==> src/rtl/char_class_dfa_lexer_defines.svh <==
// ----------------------------------------------------------------------------
// Character-class DFA lexer: assertion macros
// Concurrent assertion wrappers; they expand to nothing when SYNTH is defined.
// ----------------------------------------------------------------------------
`ifndef CHAR_CLASS_DFA_LEXER_DEFINES_SVH
`define CHAR_CLASS_DFA_LEXER_DEFINES_SVH

`ifndef SYNTH

// Assert a property on every rising clock edge outside reset
`define CDL_ASSERT(name, clk, rstn, prop, msg) \
  name: assert property (@(posedge clk) disable iff (!rstn) (prop)) else $error(msg);

// Assert that an antecedent implies a consequent in the same cycle
`define CDL_ASSERT_IMPL(name, clk, rstn, ante, cons, msg) \
  name: assert property (@(posedge clk) disable iff (!rstn) (ante) |-> (cons)) else $error(msg);

// Assert that an antecedent implies a consequent in the next cycle
`define CDL_ASSERT_NEXT(name, clk, rstn, ante, cons, msg) \
  name: assert property (@(posedge clk) disable iff (!rstn) (ante) |=> (cons)) else $error(msg);

`else

`define CDL_ASSERT(name, clk, rstn, prop, msg)
`define CDL_ASSERT_IMPL(name, clk, rstn, ante, cons, msg)
`define CDL_ASSERT_NEXT(name, clk, rstn, ante, cons, msg)

`endif

`endif

==> src/rtl/cdl_pkg.sv <==
// ----------------------------------------------------------------------------
// Character-class DFA lexer package
// Token kinds, character classes, lexer states and the queue item format.
// ----------------------------------------------------------------------------
package cdl_pkg;

  localparam int unsigned KindW     = 5;
  localparam int unsigned FieldW    = 16;
  localparam int unsigned CharW     = 8;
  localparam int unsigned QueueDepth = 2;

  typedef logic [KindW-1:0] tok_kind_t;

  localparam tok_kind_t TK_IDENT  = 5'd0;
  localparam tok_kind_t TK_NUM    = 5'd1;
  localparam tok_kind_t TK_ADD    = 5'd2;
  localparam tok_kind_t TK_SUB    = 5'd3;
  localparam tok_kind_t TK_MUL    = 5'd4;
  localparam tok_kind_t TK_DIV    = 5'd5;
  localparam tok_kind_t TK_ASSIGN = 5'd6;
  localparam tok_kind_t TK_EQ     = 5'd7;
  localparam tok_kind_t TK_LT     = 5'd8;
  localparam tok_kind_t TK_LE     = 5'd9;
  localparam tok_kind_t TK_GT     = 5'd10;
  localparam tok_kind_t TK_GE     = 5'd11;
  localparam tok_kind_t TK_NOT    = 5'd12;
  localparam tok_kind_t TK_NE     = 5'd13;
  localparam tok_kind_t TK_COMMA  = 5'd14;
  localparam tok_kind_t TK_SEMI   = 5'd15;
  localparam tok_kind_t TK_LBRACE = 5'd16;
  localparam tok_kind_t TK_RBRACE = 5'd17;
  localparam tok_kind_t TK_LPAREN = 5'd18;
  localparam tok_kind_t TK_RPAREN = 5'd19;
  localparam tok_kind_t TK_EOF    = 5'd20;
  localparam tok_kind_t TK_ERR    = 5'd21;

  typedef enum logic [3:0] {
    CLS_LETTER,
    CLS_DIGIT,
    CLS_SPACE,
    CLS_NEWLINE,
    CLS_SLASH,
    CLS_STAR,
    CLS_EQ,
    CLS_LT,
    CLS_GT,
    CLS_BANG,
    CLS_SINGLE,
    CLS_INVALID
  } char_cls_e;

  typedef enum logic [10:0] {
    ST_START      = 11'b000_0000_0001,
    ST_IDENT      = 11'b000_0000_0010,
    ST_NUM        = 11'b000_0000_0100,
    ST_SLASH      = 11'b000_0000_1000,
    ST_BLOCK      = 11'b000_0001_0000,
    ST_BLOCK_STAR = 11'b000_0010_0000,
    ST_LINE       = 11'b000_0100_0000,
    ST_EQ         = 11'b000_1000_0000,
    ST_LT         = 11'b001_0000_0000,
    ST_GT         = 11'b010_0000_0000,
    ST_BANG       = 11'b100_0000_0000
  } lex_state_e;

  // Classified item as it sits in the queue
  typedef struct packed {
    logic      eoi;
    char_cls_e cls;
    tok_kind_t single_kind;
  } lex_item_t;

  typedef struct packed {
    logic not_empty;
    logic full;
  } q_status_t;

  typedef struct packed {
    tok_kind_t         kind;
    logic [FieldW-1:0] start;
    logic [FieldW-1:0] len;
  } tok_t;

endpackage

==> src/rtl/cdl_front.sv <==
// ----------------------------------------------------------------------------
// Lexer front end
// Accept input items and classify each byte before it enters the queue.
// ----------------------------------------------------------------------------
module cdl_front (
  input  logic                       in_valid_i,
  output logic                       in_ready_o,
  input  logic [cdl_pkg::CharW-1:0]  char_i,
  input  logic                       eoi_i,
  input  cdl_pkg::q_status_t         q_status_i,
  output logic                       push_o,
  output cdl_pkg::lex_item_t         item_o
);

  cdl_pkg::char_cls_e cls;
  cdl_pkg::tok_kind_t single_kind;

  always_comb begin
    cls         = cdl_pkg::CLS_INVALID;
    single_kind = cdl_pkg::TK_ERR;
    unique case (char_i) inside
      [8'h41:8'h5A], [8'h61:8'h7A]: cls = cdl_pkg::CLS_LETTER;
      [8'h30:8'h39]:                cls = cdl_pkg::CLS_DIGIT;
      8'h20, 8'h09:                 cls = cdl_pkg::CLS_SPACE;
      8'h0A:                        cls = cdl_pkg::CLS_NEWLINE;
      8'h2F:                        cls = cdl_pkg::CLS_SLASH;
      8'h3D:                        cls = cdl_pkg::CLS_EQ;
      8'h3C:                        cls = cdl_pkg::CLS_LT;
      8'h3E:                        cls = cdl_pkg::CLS_GT;
      8'h21:                        cls = cdl_pkg::CLS_BANG;
      8'h2A: begin
        cls         = cdl_pkg::CLS_STAR;
        single_kind = cdl_pkg::TK_MUL;
      end
      8'h2B: begin
        cls         = cdl_pkg::CLS_SINGLE;
        single_kind = cdl_pkg::TK_ADD;
      end
      8'h2D: begin
        cls         = cdl_pkg::CLS_SINGLE;
        single_kind = cdl_pkg::TK_SUB;
      end
      8'h2C: begin
        cls         = cdl_pkg::CLS_SINGLE;
        single_kind = cdl_pkg::TK_COMMA;
      end
      8'h3B: begin
        cls         = cdl_pkg::CLS_SINGLE;
        single_kind = cdl_pkg::TK_SEMI;
      end
      8'h7B: begin
        cls         = cdl_pkg::CLS_SINGLE;
        single_kind = cdl_pkg::TK_LBRACE;
      end
      8'h7D: begin
        cls         = cdl_pkg::CLS_SINGLE;
        single_kind = cdl_pkg::TK_RBRACE;
      end
      8'h28: begin
        cls         = cdl_pkg::CLS_SINGLE;
        single_kind = cdl_pkg::TK_LPAREN;
      end
      8'h29: begin
        cls         = cdl_pkg::CLS_SINGLE;
        single_kind = cdl_pkg::TK_RPAREN;
      end
      default: begin
        cls         = cdl_pkg::CLS_INVALID;
        single_kind = cdl_pkg::TK_ERR;
      end
    endcase
  end

  assign in_ready_o          = !q_status_i.full;
  assign push_o              = in_valid_i && !q_status_i.full;
  assign item_o.eoi          = eoi_i;
  assign item_o.cls          = cls;
  assign item_o.single_kind  = single_kind;

endmodule

==> src/rtl/cdl_queue.sv <==
// ----------------------------------------------------------------------------
// Lexer item queue
// Short FIFO of classified items between the front end and the back end.
// ----------------------------------------------------------------------------
module cdl_queue (
  input  logic                clk_i,
  input  logic                rst_ni,
  input  logic                push_i,
  input  cdl_pkg::lex_item_t  item_i,
  input  logic                pop_i,
  output cdl_pkg::lex_item_t  item_o,
  output cdl_pkg::q_status_t  status_o
);

  localparam int unsigned PtrW = (cdl_pkg::QueueDepth > 1) ? $clog2(cdl_pkg::QueueDepth) : 1;
  localparam int unsigned CntW = $clog2(cdl_pkg::QueueDepth + 1);
  localparam logic [PtrW-1:0] LastPtr = PtrW'(cdl_pkg::QueueDepth - 1);
  localparam logic [CntW-1:0] FullCnt = CntW'(cdl_pkg::QueueDepth);

  cdl_pkg::lex_item_t entries_q [cdl_pkg::QueueDepth];
  logic [PtrW-1:0] wr_ptr_q, wr_ptr_d;
  logic [PtrW-1:0] rd_ptr_q, rd_ptr_d;
  logic [CntW-1:0] count_q, count_d;
  logic            do_push, do_pop;

  assign do_push = push_i && (count_q != FullCnt);
  assign do_pop  = pop_i && (count_q != '0);

  always_comb begin
    wr_ptr_d = wr_ptr_q;
    rd_ptr_d = rd_ptr_q;
    count_d  = count_q;
    if (do_push) begin
      wr_ptr_d = (wr_ptr_q == LastPtr) ? '0 : wr_ptr_q + 1'b1;
    end
    if (do_pop) begin
      rd_ptr_d = (rd_ptr_q == LastPtr) ? '0 : rd_ptr_q + 1'b1;
    end
    if (do_push && !do_pop) begin
      count_d = count_q + 1'b1;
    end else if (do_pop && !do_push) begin
      count_d = count_q - 1'b1;
    end
  end

  always_ff @(posedge clk_i or negedge rst_ni) begin
    if (!rst_ni) begin
      wr_ptr_q <= '0;
      rd_ptr_q <= '0;
      count_q  <= '0;
    end else begin
      wr_ptr_q <= wr_ptr_d;
      rd_ptr_q <= rd_ptr_d;
      count_q  <= count_d;
    end
  end

  always_ff @(posedge clk_i) begin
    if (do_push) begin
      entries_q[wr_ptr_q] <= item_i;
    end
  end

  assign item_o             = entries_q[rd_ptr_q];
  assign status_o.not_empty = (count_q != '0);
  assign status_o.full      = (count_q == FullCnt);

endmodule

==> src/rtl/cdl_back.sv <==
// ----------------------------------------------------------------------------
// Lexer back end
// Step the lexer state machine on queued items and register each token.
// ----------------------------------------------------------------------------
module cdl_back #(
  parameter int unsigned OFFSET_BITS = 16
) (
  input  logic                clk_i,
  input  logic                rst_ni,
  input  cdl_pkg::q_status_t  q_status_i,
  input  cdl_pkg::lex_item_t  item_i,
  output logic                pop_o,
  output logic                out_valid_o,
  input  logic                out_ready_i,
  output cdl_pkg::tok_t       out_tok_o,
  output logic                out_last_o
);

  localparam int unsigned LenW = (OFFSET_BITS < cdl_pkg::FieldW) ? OFFSET_BITS : cdl_pkg::FieldW;

  cdl_pkg::lex_state_e      state_q, state_d;
  logic [OFFSET_BITS-1:0]   pos_q, pos_d;
  logic [OFFSET_BITS-1:0]   pstart_q, pstart_d;
  logic [LenW-1:0]          plen_q, plen_d;
  logic                     halted_q, halted_d;
  logic                     phase_q, phase_d;
  logic                     out_valid_q, out_valid_d;
  cdl_pkg::tok_t            out_tok_q;
  logic                     out_last_q;

  logic [31:0]               pos_ext, pstart_ext;
  logic [cdl_pkg::FieldW-1:0] pos16, pstart16, plen16;

  // Outcome of handling the byte from the start state
  cdl_pkg::lex_state_e fs_state;
  logic                fs_begin, fs_emit, fs_err;
  cdl_pkg::tok_t       fs_tok;

  cdl_pkg::tok_t       r0, r1;
  logic [1:0]          n_res;
  logic                use_fs, flushed;
  cdl_pkg::tok_kind_t  one_kind, two_kind;
  logic                adv, load;

  assign pos_ext    = 32'(pos_q);
  assign pstart_ext = 32'(pstart_q);
  assign pos16      = pos_ext[cdl_pkg::FieldW-1:0];
  assign pstart16   = pstart_ext[cdl_pkg::FieldW-1:0];
  assign plen16     = cdl_pkg::FieldW'(plen_q);

  always_comb begin
    fs_state = cdl_pkg::ST_START;
    fs_begin = 1'b0;
    fs_emit  = 1'b0;
    fs_err   = 1'b0;
    fs_tok   = '{kind: item_i.single_kind, start: pos16, len: cdl_pkg::FieldW'(1)};
    unique case (item_i.cls) inside
      cdl_pkg::CLS_LETTER: begin
        fs_state = cdl_pkg::ST_IDENT;
        fs_begin = 1'b1;
      end
      cdl_pkg::CLS_DIGIT: begin
        fs_state = cdl_pkg::ST_NUM;
        fs_begin = 1'b1;
      end
      cdl_pkg::CLS_SLASH: begin
        fs_state = cdl_pkg::ST_SLASH;
        fs_begin = 1'b1;
      end
      cdl_pkg::CLS_EQ: begin
        fs_state = cdl_pkg::ST_EQ;
        fs_begin = 1'b1;
      end
      cdl_pkg::CLS_LT: begin
        fs_state = cdl_pkg::ST_LT;
        fs_begin = 1'b1;
      end
      cdl_pkg::CLS_GT: begin
        fs_state = cdl_pkg::ST_GT;
        fs_begin = 1'b1;
      end
      cdl_pkg::CLS_BANG: begin
        fs_state = cdl_pkg::ST_BANG;
        fs_begin = 1'b1;
      end
      cdl_pkg::CLS_STAR, cdl_pkg::CLS_SINGLE: begin
        fs_emit = 1'b1;
      end
      cdl_pkg::CLS_INVALID: begin
        fs_emit     = 1'b1;
        fs_err      = 1'b1;
        fs_tok.kind = cdl_pkg::TK_ERR;
      end
      default: begin
        fs_state = cdl_pkg::ST_START;
      end
    endcase
  end

  always_comb begin
    one_kind = cdl_pkg::TK_ASSIGN;
    two_kind = cdl_pkg::TK_EQ;
    unique case (state_q)
      cdl_pkg::ST_LT: begin
        one_kind = cdl_pkg::TK_LT;
        two_kind = cdl_pkg::TK_LE;
      end
      cdl_pkg::ST_GT: begin
        one_kind = cdl_pkg::TK_GT;
        two_kind = cdl_pkg::TK_GE;
      end
      cdl_pkg::ST_BANG: begin
        one_kind = cdl_pkg::TK_NOT;
        two_kind = cdl_pkg::TK_NE;
      end
      default: begin
        one_kind = cdl_pkg::TK_ASSIGN;
        two_kind = cdl_pkg::TK_EQ;
      end
    endcase
  end

  always_comb begin
    state_d  = state_q;
    pos_d    = pos_q;
    pstart_d = pstart_q;
    plen_d   = plen_q;
    halted_d = halted_q;
    r0       = '0;
    r1       = '0;
    n_res    = 2'd0;
    use_fs   = 1'b0;
    flushed  = 1'b0;

    if (item_i.eoi) begin
      // Flush any pending token, then end of file; rewind everything
      if (!halted_q) begin
        r0.start = pstart16;
        r0.len   = cdl_pkg::FieldW'(1);
        n_res    = 2'd1;
        unique case (state_q) inside
          cdl_pkg::ST_IDENT: begin
            r0.kind = cdl_pkg::TK_IDENT;
            r0.len  = plen16;
          end
          cdl_pkg::ST_NUM: begin
            r0.kind = cdl_pkg::TK_NUM;
            r0.len  = plen16;
          end
          cdl_pkg::ST_SLASH:                 r0.kind = cdl_pkg::TK_DIV;
          cdl_pkg::ST_EQ, cdl_pkg::ST_LT,
          cdl_pkg::ST_GT, cdl_pkg::ST_BANG:  r0.kind = one_kind;
          default:                           n_res   = 2'd0;
        endcase
      end
      if (n_res == 2'd1) begin
        r1    = '{kind: cdl_pkg::TK_EOF, start: pos16, len: '0};
        n_res = 2'd2;
      end else begin
        r0    = '{kind: cdl_pkg::TK_EOF, start: pos16, len: '0};
        n_res = 2'd1;
      end
      state_d  = cdl_pkg::ST_START;
      pos_d    = '0;
      pstart_d = '0;
      plen_d   = '0;
      halted_d = 1'b0;
    end else if (!halted_q) begin
      pos_d = pos_q + 1'b1;
      unique case (state_q) inside
        cdl_pkg::ST_START: begin
          use_fs = 1'b1;
        end
        cdl_pkg::ST_IDENT, cdl_pkg::ST_NUM: begin
          if (item_i.cls == cdl_pkg::CLS_DIGIT ||
              (state_q == cdl_pkg::ST_IDENT && item_i.cls == cdl_pkg::CLS_LETTER)) begin
            if (plen_q != '1) begin
              plen_d = plen_q + 1'b1;
            end
          end else if (item_i.cls == cdl_pkg::CLS_INVALID) begin
            // Drop the pending token and report the bad byte
            r0       = '{kind: cdl_pkg::TK_ERR, start: pos16, len: cdl_pkg::FieldW'(1)};
            n_res    = 2'd1;
            halted_d = 1'b1;
            state_d  = cdl_pkg::ST_START;
            plen_d   = '0;
          end else begin
            r0.kind  = (state_q == cdl_pkg::ST_IDENT) ? cdl_pkg::TK_IDENT : cdl_pkg::TK_NUM;
            r0.start = pstart16;
            r0.len   = plen16;
            n_res    = 2'd1;
            use_fs   = 1'b1;
            flushed  = 1'b1;
          end
        end
        cdl_pkg::ST_SLASH: begin
          if (item_i.cls == cdl_pkg::CLS_STAR) begin
            state_d = cdl_pkg::ST_BLOCK;
            plen_d  = '0;
          end else if (item_i.cls == cdl_pkg::CLS_SLASH) begin
            state_d = cdl_pkg::ST_LINE;
            plen_d  = '0;
          end else begin
            r0      = '{kind: cdl_pkg::TK_DIV, start: pstart16, len: plen16};
            n_res   = 2'd1;
            use_fs  = 1'b1;
            flushed = 1'b1;
          end
        end
        cdl_pkg::ST_BLOCK: begin
          if (item_i.cls == cdl_pkg::CLS_STAR) begin
            state_d = cdl_pkg::ST_BLOCK_STAR;
          end
        end
        cdl_pkg::ST_BLOCK_STAR: begin
          if (item_i.cls == cdl_pkg::CLS_SLASH) begin
            state_d = cdl_pkg::ST_START;
          end else if (item_i.cls != cdl_pkg::CLS_STAR) begin
            state_d = cdl_pkg::ST_BLOCK;
          end
        end
        cdl_pkg::ST_LINE: begin
          if (item_i.cls == cdl_pkg::CLS_NEWLINE) begin
            state_d = cdl_pkg::ST_START;
          end
        end
        cdl_pkg::ST_EQ, cdl_pkg::ST_LT, cdl_pkg::ST_GT, cdl_pkg::ST_BANG: begin
          if (item_i.cls == cdl_pkg::CLS_EQ) begin
            // Join the two-character operator
            r0      = '{kind: two_kind, start: pstart16, len: cdl_pkg::FieldW'(2)};
            n_res   = 2'd1;
            state_d = cdl_pkg::ST_START;
            plen_d  = '0;
          end else begin
            r0      = '{kind: one_kind, start: pstart16, len: plen16};
            n_res   = 2'd1;
            use_fs  = 1'b1;
            flushed = 1'b1;
          end
        end
        default: begin
          use_fs = 1'b1;
        end
      endcase

      if (use_fs) begin
        state_d = fs_state;
        plen_d  = '0;
        if (fs_begin) begin
          pstart_d = pos_q;
          plen_d   = LenW'(1);
        end
        if (fs_emit) begin
          if (flushed) begin
            r1    = fs_tok;
            n_res = 2'd2;
          end else begin
            r0    = fs_tok;
            n_res = 2'd1;
          end
        end
        if (fs_err) begin
          halted_d = 1'b1;
        end
      end
    end
  end

  // An item with two tokens takes two turns; state moves only on the last
  assign adv   = q_status_i.not_empty && (!out_valid_q || out_ready_i);
  assign load  = adv && (n_res != 2'd0);
  assign pop_o = adv && ((n_res != 2'd2) || phase_q);

  always_comb begin
    phase_d     = phase_q;
    out_valid_d = out_valid_q;
    if (adv && n_res == 2'd2) begin
      phase_d = !phase_q;
    end
    if (load) begin
      out_valid_d = 1'b1;
    end else if (out_ready_i) begin
      out_valid_d = 1'b0;
    end
  end

  always_ff @(posedge clk_i or negedge rst_ni) begin
    if (!rst_ni) begin
      state_q     <= cdl_pkg::ST_START;
      pos_q       <= '0;
      pstart_q    <= '0;
      plen_q      <= '0;
      halted_q    <= 1'b0;
      phase_q     <= 1'b0;
      out_valid_q <= 1'b0;
    end else begin
      phase_q     <= phase_d;
      out_valid_q <= out_valid_d;
      if (pop_o) begin
        state_q  <= state_d;
        pos_q    <= pos_d;
        pstart_q <= pstart_d;
        plen_q   <= plen_d;
        halted_q <= halted_d;
      end
    end
  end

  always_ff @(posedge clk_i) begin
    if (load) begin
      out_tok_q  <= phase_q ? r1 : r0;
      out_last_q <= phase_q || (n_res == 2'd1);
    end
  end

  assign out_valid_o = out_valid_q;
  assign out_tok_o   = out_tok_q;
  assign out_last_o  = out_last_q;

endmodule

==> src/rtl/char_class_dfa_lexer.sv <==
// ----------------------------------------------------------------------------
// Character-class DFA lexer
// Streaming tokeniser: bytes in, one result per token out.
// ----------------------------------------------------------------------------
// Each input item carries one source byte, or an end-of-input marker in
// tuser. Bytes are classified on entry and parked in a two-entry queue; the
// back end steps an eleven-state lexer (start, identifier, number, slash,
// block comment, block comment after star, line comment, '=', '<', '>', '!')
// and emits a token with its kind, start offset and saturating length.
// Whitespace and comments give nothing; '==', '<=', '>=' and '!=' are joined.
// A byte that ends a pending token is then lexed from the start state, so
// one byte can give two results; tlast marks the final result of an item.
// An invalid byte outside a comment gives an error token and halts the
// lexer until the next end of input, which flushes any pending token,
// emits end-of-file and rewinds the offset to zero. Rate: the front end
// takes an item in every cycle while the queue has room. The back end
// retires an item when its last token is loaded into the output register,
// which is loaded once per token and holds while the receiver stalls. An
// item is registered in the queue, its first token in the output register.
// ----------------------------------------------------------------------------
`include "char_class_dfa_lexer_defines.svh"

module char_class_dfa_lexer #(
  parameter int unsigned OFFSET_BITS = 16
) (
  input  logic        clk_i,
  input  logic        rst_ni,
  input  logic        s_axis_tvalid,
  output logic        s_axis_tready,
  input  logic [7:0]  s_axis_tdata,   // [7:0] char_code
  input  logic [0:0]  s_axis_tuser,   // [0] kind (1 = end of input)
  output logic        m_axis_tvalid,
  input  logic        m_axis_tready,
  output logic [39:0] m_axis_tdata,   // [4:0] token_kind, [20:5] token_start,
                                      // [36:21] token_length, [39:37] zero
  output logic        m_axis_tlast    // last
);

  cdl_pkg::q_status_t q_status;
  cdl_pkg::lex_item_t in_item;
  cdl_pkg::lex_item_t head_item;
  logic               push;
  logic               pop;
  cdl_pkg::tok_t      out_tok;

  logic [cdl_pkg::KindW-1:0]  out_kind;
  logic [cdl_pkg::FieldW-1:0] out_start;
  logic [cdl_pkg::FieldW-1:0] out_len;

  // Classify and accept while the queue has room
  cdl_front u_front (
    .in_valid_i (s_axis_tvalid),
    .in_ready_o (s_axis_tready),
    .char_i     (s_axis_tdata),
    .eoi_i      (s_axis_tuser[0]),
    .q_status_i (q_status),
    .push_o     (push),
    .item_o     (in_item)
  );

  // Decouple the two ends so either may stall on its own
  cdl_queue u_queue (
    .clk_i    (clk_i),
    .rst_ni   (rst_ni),
    .push_i   (push),
    .item_i   (in_item),
    .pop_i    (pop),
    .item_o   (head_item),
    .status_o (q_status)
  );

  // Lexer state machine and output register
  cdl_back #(
    .OFFSET_BITS (OFFSET_BITS)
  ) u_back (
    .clk_i       (clk_i),
    .rst_ni      (rst_ni),
    .q_status_i  (q_status),
    .item_i      (head_item),
    .pop_o       (pop),
    .out_valid_o (m_axis_tvalid),
    .out_ready_i (m_axis_tready),
    .out_tok_o   (out_tok),
    .out_last_o  (m_axis_tlast)
  );

  assign out_kind     = out_tok.kind;
  assign out_start    = out_tok.start;
  assign out_len      = out_tok.len;
  assign m_axis_tdata = {3'b000, out_len, out_start, out_kind};

  // The second token of a pair follows straight after the first is taken
  `CDL_ASSERT_NEXT(a_pair_follows, clk_i, rst_ni, m_axis_tvalid && m_axis_tready && !m_axis_tlast, m_axis_tvalid, "second token of a pair missing")

  // End of file closes its item and carries no length
  `CDL_ASSERT_IMPL(a_eof_shape, clk_i, rst_ni, m_axis_tvalid && out_kind == cdl_pkg::TK_EOF, m_axis_tlast && out_len == '0, "malformed end-of-file token")

  // An error token is one byte long and is always the final token of its item
  `CDL_ASSERT_IMPL(a_err_shape, clk_i, rst_ni, m_axis_tvalid && out_kind == cdl_pkg::TK_ERR, m_axis_tlast && out_len == cdl_pkg::FieldW'(1), "malformed error token")

  // Only defined token kinds leave the block
  `CDL_ASSERT_IMPL(a_kind_range, clk_i, rst_ni, m_axis_tvalid, out_kind <= cdl_pkg::TK_ERR, "undefined token kind")

endmodule

==> config.mk <==
export PLATFORM = sky130hd
export DESIGN_NAME = char_class_dfa_lexer
export DESIGN_NICKNAME = d
export VERILOG_FILES = /design/src/rtl/cdl_pkg.sv /design/src/rtl/cdl_front.sv /design/src/rtl/cdl_queue.sv /design/src/rtl/cdl_back.sv /design/src/rtl/char_class_dfa_lexer.sv
export VERILOG_INCLUDE_DIRS = /design/src /design/src/rtl
export SDC_FILE = /design/constraint.sdc
export NUM_CORES = 1
export LEC_CHECK = 0
export ABC_AREA = 1
export ABC_CLOCK_PERIOD_IN_PS = 3600
export BUFFER_PORTS_ARGS = -buffer_cell sky130_fd_sc_hd__buf_2
export CELL_PAD_IN_SITES_DETAIL_PLACEMENT = 0
export CELL_PAD_IN_SITES_GLOBAL_PLACEMENT = 2
export CORE_UTILIZATION = 36
export DETAILED_ROUTE_END_ITERATION = 6
export GPL_TIMING_DRIVEN = 0
export HOLD_SLACK_MARGIN = 0.05
export PLACE_DENSITY = 0.88
export SLEW_MARGIN = 20
export SYNTH_ARGS = -nofsm -noshare
export SYNTH_HDL_FRONTEND = slang
export SYNTH_SLANG_ARGS = --single-unit
==> constraint.sdc <==
create_clock -name clk_i -period 3.6 [get_ports clk_i]
set_input_delay 0.54 -clock clk_i [delete_from_list [all_inputs] [get_ports clk_i]]
set_output_delay 0.54 -clock clk_i [all_outputs]
set_load 0.05 [all_outputs]
Word-level counts from Yosys, hierarchy flattened
Memories as Yosys holds them, arrays and structs flattened.
Cells that the tools add are included.
{"block": "word_totals", "mem_bits_rw": 20, "n_memories": 1, "in_bits": 13, "reg_bits": 104, "out_inout_bits": 43}
{"block": "op_classes", "reduce_logical": 44, "n_lt_le_gt_ge": 6, "n_mux": 100, "add_sub_neg": 6, "eq_ne": 55}
{"memory": "u_queue.entries_q", "words": 2, "word_bits": 10, "rd": 1, "rd_clocked_by_memory_dff": 0, "wr": 1, "line_no": "cdl_queue.sv:20", "text": "cdl_pkg::lex_item_t entries_q [cdl_pkg::QueueDepth];"}
{"op": "$mux W37", "n": 17}
{"op": "$mux W16", "n": 16}
{"op": "$mux W11", "n": 12}
{"op": "$pmux W37 S3", "n": 1}
{"op": "$eq A8 B6 Y1 const B", "n": 13}
{"op": "$pmux W11 S7", "n": 1}
{"op": "$pmux W11 S6", "n": 1}
{"op": "$pmux W16 S3", "n": 1}
{"op": "$pmux W5 S9", "n": 1}
{"op": "$pmux W4 S11", "n": 1}
{"op": "$mux W36", "n": 1}
{"op": "$pmux W4 S3", "n": 3}
{"op": "$mux W35", "n": 1}
{"op": "$add A16 B1 Y16 const B", "n": 2}
{"op": "$mux W1", "n": 29}
{"op": "$mux W2", "n": 11}
{"op": "$eq A4 B3 Y1 const B", "n": 4}
{"op": "$eq A4 B4 Y1 const B", "n": 4}
{"op": "$eq A8 B4 Y1 const B", "n": 2}
{"op": "$eq A8 B7 Y1 const B", "n": 2}
{"op": "$ge A8 B7 Y1 const B", "n": 2}
{"op": "$le A8 B7 Y1 const B", "n": 2}
{"op": "$ne A16 B16 Y1 const B", "n": 1}
{"op": "$reduce_or A7 Y1", "n": 2}
{"op": "other kinds (46)", "n": 81}

Longest topological paths before layout
Gate-level depths: netlist (run 1).
An unclocked memory read counts as a cell.
{"block": "logic_depth", "depth_word": 20, "mapped_depth": 19}

Cells and area by module
From an unflattened synthesis (run 1), not the netlist that was laid out.
{"block": "unflattened", "cells_unflattened": 1197, "area_unflattened_um2": 8479.4}
{"mod": "cdl_back", "n_inst": 1, "area_each_um2": 6954.2, "seq_area_each_um2": 2693.8, "cells_each": 1006}
{"mod": "cdl_queue", "n_inst": 1, "area_each_um2": 972.2, "seq_area_each_um2": 700.7, "cells_each": 84}
{"mod": "cdl_front", "n_inst": 1, "area_each_um2": 526.8, "seq_area_each_um2": 0.0, "cells_each": 103}
{"mod": "char_class_dfa_lexer", "n_inst": 1, "area_each_um2": 26.3, "seq_area_each_um2": 0.0, "cells_each": 4}

Least setup slack after synthesis (run 1)
Ideal clock, no wire load.
{"block": "synth_path", "path_kind": "register -> register", "from": "reg u_back.state_q[0]", "to": "reg u_back.out_last_q (netlist: u_back.out_last_o) (enable)", "stages_incl_launch_ff": 17, "setup_time_ns": 0.393, "t_arrival_ns": 2.569, "n_path_buf": 0, "path_slack_ns": 0.639, "cell_sequence": "dfstp_2 > nor2_1 > nand2_2 > nor2_2 > nand2_1 > nand2_2 > nor2_4 > nand2_4 > nor2_2 > inv_1 > nand2_2 > nand2_1 > nand2_1 > nand2_1 > nand3_1 > nand2_1 > inv_1"}
{"block": "synth_between", "elab_chain_len": 14}
{"element": "start: declaration", "line_no": "cdl_back.sv:21", "text": "cdl_pkg::lex_state_e state_q, state_d;"}
{"element": "start signal: assignment", "line_no": "cdl_back.sv:289", "text": "state_q <= cdl_pkg::ST_START;"}
{"element": "start signal: assignment", "line_no": "cdl_back.sv:300", "text": "state_q <= state_d;"}
{"element": "$eq A11 B2 Y1", "line_no": "cdl_back.sv:176", "text": "(state_q == cdl_pkg::ST_IDENT && item_i.cls == cdl_pkg::CLS_LETTER)) begin"}
{"element": "$logic_and A1 B1 Y1", "line_no": "cdl_back.sv:176"}
{"element": "$logic_or A1 B1 Y1", "line_no": "cdl_back.sv:175", "text": "if (item_i.cls == cdl_pkg::CLS_DIGIT ||"}
{"element": "$mux W1", "line_no": "cdl_back.sv:175"}
{"element": "$pmux W1 S3", "line_no": "cdl_back.sv:170", "text": "unique case (state_q) inside"}
{"element": "$mux W1", "line_no": "cdl_back.sv:168", "text": "end else if (!halted_q) begin"}
{"element": "$mux W1", "line_no": "cdl_back.sv:135", "text": "if (item_i.eoi) begin"}
{"element": "$mux W2", "line_no": "cdl_back.sv:254", "text": "if (flushed) begin"}
{"element": "$mux W2", "line_no": "cdl_back.sv:253", "text": "if (fs_emit) begin"}
{"element": "$mux W2", "line_no": "cdl_back.sv:246", "text": "if (use_fs) begin"}
{"element": "$mux W2", "line_no": "cdl_back.sv:168"}
{"element": "$mux W2 *", "line_no": "cdl_back.sv:135"}
{"element": "$reduce_bool A2 Y1 *", "line_no": "cdl_back.sv:271", "text": "assign load = adv && (n_res != 2'd0);"}
{"element": "$logic_and A1 B1 Y1 *", "line_no": "cdl_back.sv:271"}
{"element": "via u_back.load", "line_no": "cdl_back.sv:43", "text": "logic adv, load;"}
{"element": "end signal: assignment", "line_no": "cdl_back.sv:312", "text": "out_last_q <= phase_q || (n_res == 2'd1);"}
{"element": "end: declaration", "line_no": "cdl_back.sv:29", "text": "logic out_last_q;"}
The timed path passes the listed nets; every way through them passes the cells marked *. The select of a mux whose other input is x is not followed.
A chain may end at the register's enable or synchronous reset.

Worst setup path after layout (run 1)
{"block": "layout_path", "from": "reg u_back.state_q[0]", "to": "reg u_back.out_tok_q (netlist bit u_back.out_tok_o[4]) (enable)"}
{"block": "layout_between", "elab_chain_len": 14}
{"element": "$eq A11 B2 Y1", "line_no": "cdl_back.sv:176"}
{"element": "$logic_and A1 B1 Y1", "line_no": "cdl_back.sv:176"}
{"element": "$logic_or A1 B1 Y1", "line_no": "cdl_back.sv:175"}
{"element": "$mux W1", "line_no": "cdl_back.sv:175"}
{"element": "$pmux W1 S3", "line_no": "cdl_back.sv:170"}
{"element": "$mux W1", "line_no": "cdl_back.sv:168"}
{"element": "$mux W1", "line_no": "cdl_back.sv:135"}
{"element": "$mux W2", "line_no": "cdl_back.sv:254"}
{"element": "$mux W2", "line_no": "cdl_back.sv:253"}
{"element": "$mux W2", "line_no": "cdl_back.sv:246"}
{"element": "$mux W2", "line_no": "cdl_back.sv:168"}
{"element": "$mux W2 *", "line_no": "cdl_back.sv:135"}
{"element": "$reduce_bool A2 Y1 *", "line_no": "cdl_back.sv:271"}
{"element": "$logic_and A1 B1 Y1 *", "line_no": "cdl_back.sv:271"}
{"element": "via u_back.load", "line_no": "cdl_back.sv:43"}
{"element": "end signal: assignment", "line_no": "cdl_back.sv:311", "text": "out_tok_q <= phase_q ? r1 : r0;"}
{"element": "end: declaration", "line_no": "cdl_back.sv:28", "text": "cdl_pkg::tok_t out_tok_q;"}
Marks and branches as above.

==> metrics.csv, run 1 <==
metric,value,unit
status,finished clean,
H-tree levels,4,
"Cell Chain, Critical Path",nor2_1 > nand2_2 > nor2_1 > nand2_1 > nand2_2 > nor2_4 > nand2_4 > nor2_2 > inv_1 > nand2_2 > nand2_1 > nand2_1 > nand2_1 > nand3_1 > nand2_1 > inv_2 > buf_16,
HPWL Detailed,15100,um
Die Y,147,um
Congestion Overflow GR,0,
RSZ-0062 raised after global routing,no,
Reg2Reg Setup Slack,0.43,ns
number of enable flip-flop cells after synthesis,58,
die area,21700,um^2
Worst-path clk slew,0.06,ns
Num Clock Sinks,124,
Sw Share,48.7,%
io pins,56,
Final Setup Violations,0,
fraction of registers with async set or reset after synthesis,53.2,%
clock tree buffer depth,2,
crit-path most repeated cell,nand2_1,
worst vdd ir,0.632,mV
Final nets,1106,
Worst-Skew Late Latency,0.43,ns
"Req. time, crit path",3.73,ns
Seq pwr share,26.2,%
CP peak stage delay,0.54,ns
clock power share,23.4,%
Yosys warnings,0,
largest net degree at the start of global routing,51,
critical path class,reg -> reg,
FF/Latch Area,3390,um^2
initial antenna violation count,0,
Tmin final,3.17,ns
final number of hold-violating endpoints,0,
DIE WIDTH,147,um
slowest CP cell,dfstp_2,
gpl congestion,0.848,
Worst Path Max Fanout,20,
max-slew violation count,0,
IO buf count,52,
min-delay worst type,in -> reg,
Yosys cell types,47,
core area,20500,um^2
total wire length,20500,um
drt initial violations,399,
PwrDens,907,nW/um^2
Hold Startpoint,s_axis_tuser,
postcts setup bufs,0,
TritonRoute pass-1 iters,5,
multi-input logic area,3540,um^2
vias in the first global route,6564,
worst-case reg-to-reg path depth,17,
combinational power share,50.5,%
Cell Int Power,4.16,mW
ANT cells,0,
initial core utilization,37.1,%
DRT antenna net count,0,
worst endpoint data arrival time,3.29,ns
DRC violations left,0,
slew at the pin closest to its max-slew limit,0.936,ns
P_leak,4.23,nW
CP Capture Type,register,
area of the mapped netlist,7610,um^2
period utilization,87.9,%
FILL cells,2164,
Cell Rows,52,
area growth from synthesis to layout,17.4,%
DR vias,6587,
skew final,0.00856,ns
Worst Hold End,u_queue.entries_q[0][9],
hold depth,1,
Worst slew margin,37.4,%
FF-to-FF End,u_back.out_tok_o[4],
average wire per standard cell,15.0,um
CTS Buf Count,17,
GRT Resource Usage Total,20.4,%
Post-Syn Area per Cell,7.51,um^2
Root Buffer,clkbuf_16,
reg2reg start,u_back.state_q[0],
CTS tree,yes,
Synth Flop Type,dfrtp_1,
register area share after synthesis,44.6,%
Max Freq,0.316,GHz
first-pass GRT wire length,34400,um
share of post-route cells with drive strength above 1,15.0,%
fin util,43.6,%
Mapped Cells,1014,
post-synthesis register bit count,124,
CP startpoint kind,register,
vias per inst,4.80,
# Max-Cap Violations,0,
worst hold slack,0.308,ns
P_sw,3.95,mW
registers in the layout, summed over array words and instances (netlist names), 2 cells and up:
name / count
u_back.pstart16: 16
u_queue.entries_q: 20
u_back.state_q: 11
u_back.pos16: 16
u_back.out_tok_o: 37
u_queue.count_q: 2
u_back.plen16: 16
routing by layer:
layer / track usage [%] / routed length, um / up-vias / part of all wire, %
met4: 5.82 / 326 / 0 / 1.6
met3: 3.64 / 834 / 22 / 4.1
met2: 32.3 / 9050 / 145 / 44
li1: - / - / 3382 / -
met5: 0 / 0 / - / 0
met1: 28.6 / 10300 / 3038 / 50
cells in the final DEF (no fill, tap or decap), drive strengths merged, types with 3 or more instances in the layout:
cell / n
nand2: 330
nor2: 145
inv: 130
nand3: 81
buf: 69
dfrtp: 65
edfxtp: 58
o21ai: 53
clkbuf: 34
nor3: 30
a21oi: 27
xor2: 26
nand4: 9
nor4: 6
clkinv: 6
bufinv: 5
o211ai: 3
ha: 3
conb: 3
cell families after synthesis:
| kind of cell | after synthesis | share of synthesized area [%] |
|---|---|---|
| flops | 124 | 44.6 |
| simple gates | 607 | 35.3 |
| mux | 1 | 0.131 |
| xor+xnor | 27 | 3.11 |
| other cells | 1 | 0.0493 |
| buf+inv | 159 | 8.94 |
| fa+ha+maj | 3 | 0.493 |
| compound gates | 92 | 7.38 |
power groups by stage:
| stage | combinational, mW | clock, mW | sequential, mW |
|---|---|---|---|
| after CTS | 4.13 | 1.93 | 2.13 |
| after global routing | 4.46 | 1.98 | 2.16 |
| after global placement | 4.02 | 0 | 2.16 |
| after detailed placement | 4.12 | 0 | 2.15 |
| final | 4.09 | 1.90 | 2.12 |
| after floorplan | 2.13 | 0 | 2.95 |
final cells by class:
cell class | instances | share of cell area, %
clock buffer | 19 | 4.85
timing repair buffer | 55 | 3.67
sequential | 124 | 38.0
buffer | 30 | 2.17
tap | 270 | 3.78
multi-input combinational | 733 | 39.7
inverter | 129 | 5.45
clock inverter | 13 | 2.41
cell usage after synthesis, types with 15 or more instances:
master / number / area (um^2)
o21ai_0: 38 / 190
dfrtp_1: 65 / 1630
inv_1: 124 / 465
nand3_1: 73 / 365
a21oi_1: 25 / 125
edfxtp_1: 58 / 1740
nand2_2: 16 / 100
nand2_1: 304 / 1140
clkbuf_1: 15 / 56.3
xor2_1: 26 / 228
nor2_1: 137 / 514
nor3_1: 29 / 145
worst max-delay path by stage:
stage / slack (ns) / cells after the start / startpoint / end
after global placement: -0.29 / 16 / u_back.state_q[0] / u_back.out_tok_o[25]
after global routing: 0.14 / 17 / u_back.state_q[0] / u_back.out_tok_o[5]
after detailed placement: 0.39 / 17 / u_back.state_q[0] / u_back.out_tok_o[7]
final: 0.43 / 17 / u_back.state_q[0] / u_back.out_tok_o[4]
after floorplan: 0.64 / 16 / u_back.state_q[0] / u_back.out_last_o
after CTS: 0.38 / 17 / u_back.state_q[0] / u_back.out_tok_o[7]
worst max-delay path, delay by kind of cell, from the launching register on:
family | cells | cell delay [ns]
buffers and inverters | 3 | 0.74
flip-flops | 1 | 0.54
AND/OR/NAND/NOR | 14 | 1.59
repair_timing:
action | in CTS | in global routing
gates resized for setup | 0 | 0
hold buffers | 1 | 0
hold endpoints to repair | 16 | 0
per-stage QoR:
stage / power [mW] / setup TNS (ns) / instance area, um^2 / worst slack [ns] / instances
floorplan: 5.08 / 0 / 7620 / 0.639 / 1016
global route: 8.60 / 0 / 8930 / 0.141 / 1373
finish: 8.11 / 0 / 8930 / 0.434 / 1373
global placement: 6.18 / -10.69 / 8220 / -0.286 / 1338
CTS: 8.19 / 0 / 8930 / 0.385 / 1373
detailed placement: 6.27 / 0 / 8280 / 0.392 / 1340
No activity file was read; power rests on OpenSTA's default activity.
==> run 2: changes to the inputs <==
--- a/config.mk
+++ b/config.mk
@@ -16,7 +16,8 @@
 export GPL_TIMING_DRIVEN = 0
 export HOLD_SLACK_MARGIN = 0.05
 export PLACE_DENSITY = 0.88
-export SLEW_MARGIN = 20
+export REMOVE_ABC_BUFFERS = 1
+export SLEW_MARGIN = 30
 export SYNTH_ARGS = -nofsm -noshare
 export SYNTH_HDL_FRONTEND = slang
 export SYNTH_SLANG_ARGS = --single-unit
==> run 2 against run 1 <==
Sequential power up 2%. Combinational power down 8.3%. Clock power down 4%. Global-route usage down 1.9 points. Utilization down 0.85 points. Critical path type unchanged. Critical endpoint is now u_back.out_tok_o[21]. Largest power group unchanged.
==> metrics.csv, run 2 (synthesized netlist as in run 1, its figures left out) <==
metric,value,unit,change
PwrDens,883,nW/um^2,-2.7%
worst hold slack,0.326,ns,+0.0179 ns
share of post-route cells with drive strength above 1,14.5,%,-0.45 points
CP Capture Type,register,,
H-tree levels,4,,unchanged
CTS Buf Count,17,,unchanged
final number of hold-violating endpoints,0,,unchanged
status,finished clean,,
clock tree buffer depth,2,,unchanged
min-delay worst type,in -> reg,,
core area,20500,um^2,unchanged
HPWL Detailed,13300,um,-12%
area growth from synthesis to layout,15.1,%,
slew at the pin closest to its max-slew limit,0.848,ns,-0.0874 ns
DRC violations left,0,,unchanged
Worst-Skew Late Latency,0.42,ns,about the same
postcts setup bufs,0,,unchanged
vias in the first global route,6119,,-6.8%
DRT antenna net count,0,,unchanged
Seq pwr share,28.0,%,+1.8 points
Worst slew margin,43.5,%,+6.1 points
Die Y,147,um,unchanged
fin util,42.7,%,-0.85 points
Tmin final,3.26,ns,+0.0938 ns
gpl congestion,0.821,,-3.1%
TritonRoute pass-1 iters,5,,unchanged
IO buf count,52,,unchanged
"Req. time, crit path",3.88,ns,+0.15 ns
Final Power,7.73,mW,-4.6%
Num Clock Sinks,124,,unchanged
Final nets,1078,,-2.5%
max-slew violation count,0,,unchanged
GRT Resource Usage Total,18.6,%,-1.9 points
average wire per standard cell,14.2,um,-4.9%
largest net degree at the start of global routing,51,,unchanged
met3 routed WL,494,um,-41%
initial core utilization,37.1,%,unchanged
DR vias,6388,,-3.0%
post-route setup slack,0.340,ns,-0.0938 ns
Root Buffer,clkbuf_16,,
CTS tree,yes,,
combinational power share,48.4,%,-2.1 points
Max Freq,0.307,GHz,-2.9%
vias per inst,4.75,,-1.0%
Worst-path clk slew,0.06,ns,about the same
io pins,56,,unchanged
skew final,0.0139,ns,+0.00538 ns
"most common cell after layout, fill and taps aside",nand2_1,,
CP startpoint kind,register,,
max FFs per register,37,,unchanged
die area,21700,um^2,unchanged
Final Setup Violations,0,,unchanged
drt initial violations,344,,-14%
Cell Int Power,3.91,mW,-5.9%
RSZ-0062 raised after global routing,no,,
P_leak,4.12,nW,-2.5%
most frequent cells in the layout,"nand2_1, nor2_1, inv_1",,
total wire length,19100,um,-6.8%
# Max-Cap Violations,0,,unchanged
clock power share,23.6,%,+0.2 points
Cell Rows,52,,unchanged
DIE WIDTH,147,um,unchanged
metal2 WL,8700,um,-3.9%
Worst Path Max Fanout,23,,+15%
pre-CTS WS,-0.148,ns,-0.539 ns
top routing layer used,met4,,
critical path class,reg -> reg,,
Congestion Overflow GR,0,,unchanged
wire length on met1,9730,um,-5.7%
worst endpoint data arrival time,3.54,ns,+0.25 ns
first-pass GRT wire length,31500,um,-8.4%
worst vdd ir,0.984,mV,+56%
ANT cells,0,,unchanged
Sw Share,49.4,%,+0.69 points
P_sw,3.82,mW,-3.3%
initial antenna violation count,0,,unchanged
period utilization,90.6,%,+2.6 points
run 2: cell types whose count changed in the layout (fill, tap and decap cells not counted), moves of 4 or more:
cell	previous run	this run
buf_2	55	51
buf_4	6	2
buf_6	4	0
clkbuf_1	17	3
clkbuf_8	0	4
clkinv_4	5	0
run 2: worst paths after layout:
| check | from | to | slack [ns] | depth (start not counted) |
|---|---|---|---|---|
| max reg2reg | u_queue.rd_ptr_q | u_back.out_tok_o[21] | 0.34 | 13 |
| max | u_queue.rd_ptr_q | u_back.out_tok_o[21] | 0.34 | 13 |
| min reg2reg | u_back.pstart16[9] | u_back.pstart16[9] | 0.47 | 2 |
| min in group asynchronous | rst_ni | u_back.plen16[10] | 0.57 | 2 |
| min | s_axis_tuser | u_queue.entries_q[0][9] | 0.33 | 1 |
| max in group asynchronous | rst_ni | u_queue.rd_ptr_q | 2.46 | 3 |
run 2: layout make-up:
class                   instances  area, um^2
fillers                      2147       11700
well taps                     270         338
clock buffers                  24         492
repair buffers                 57         355
inverters                     129         487
flip-flops and latches        124        3400
clock inverters                 8         130
multi-input cells             733        3560
run 2: routing by layer:
metal,global-route usage (%),up-vias
met5,0,-
met4,5.10,0
met3,3.12,15
met2,29.9,100
met1,25.7,2941
li1,-,3332
run 2: critical path: stages (launching register included):
cell and delay, ns:
dfrtp_2 0.52, inv_2 0.15, nand2_1 0.11, nand2_2 0.26, buf_16 0.28, nor2_4 0.40
inv_1 0.08, nor2_1 0.14, nand2_2 0.07, nand2_2 0.06, nand2_1 0.34, o21ai_1 0.48
nand2_1 0.09, nand2_1 0.11
run 2: what timing repair did:
action / 4_1_cts / 5_1_grt
hold buffers: 1 / 0
setup endpoints to repair: 46 / 17
resized for setup: 1 / 3
hold endpoints to repair: 21 / 0
pin swaps: 0 / 0
run 2: per-stage QoR:
stage	instance area [um^2]	instances	TNS, ns
3_5_place_dp	8120	1312	-1.82
2_1_floorplan	7430	986	0
6_report	8760	1345	0
3_3_place_gp	8020	1308	-117.67
5_1_grt	8760	1345	0
4_1_cts	8750	1345	0
run 2: power groups by stage:
stage	clock network (mW)	registers [mW]	logic, mW
floorplan	0	2.98	1.85
global placement	0	2.20	3.64
detailed placement	0	2.18	3.77
CTS	1.85	2.17	3.78
global route	1.92	2.21	4.08
finish	1.82	2.17	3.75
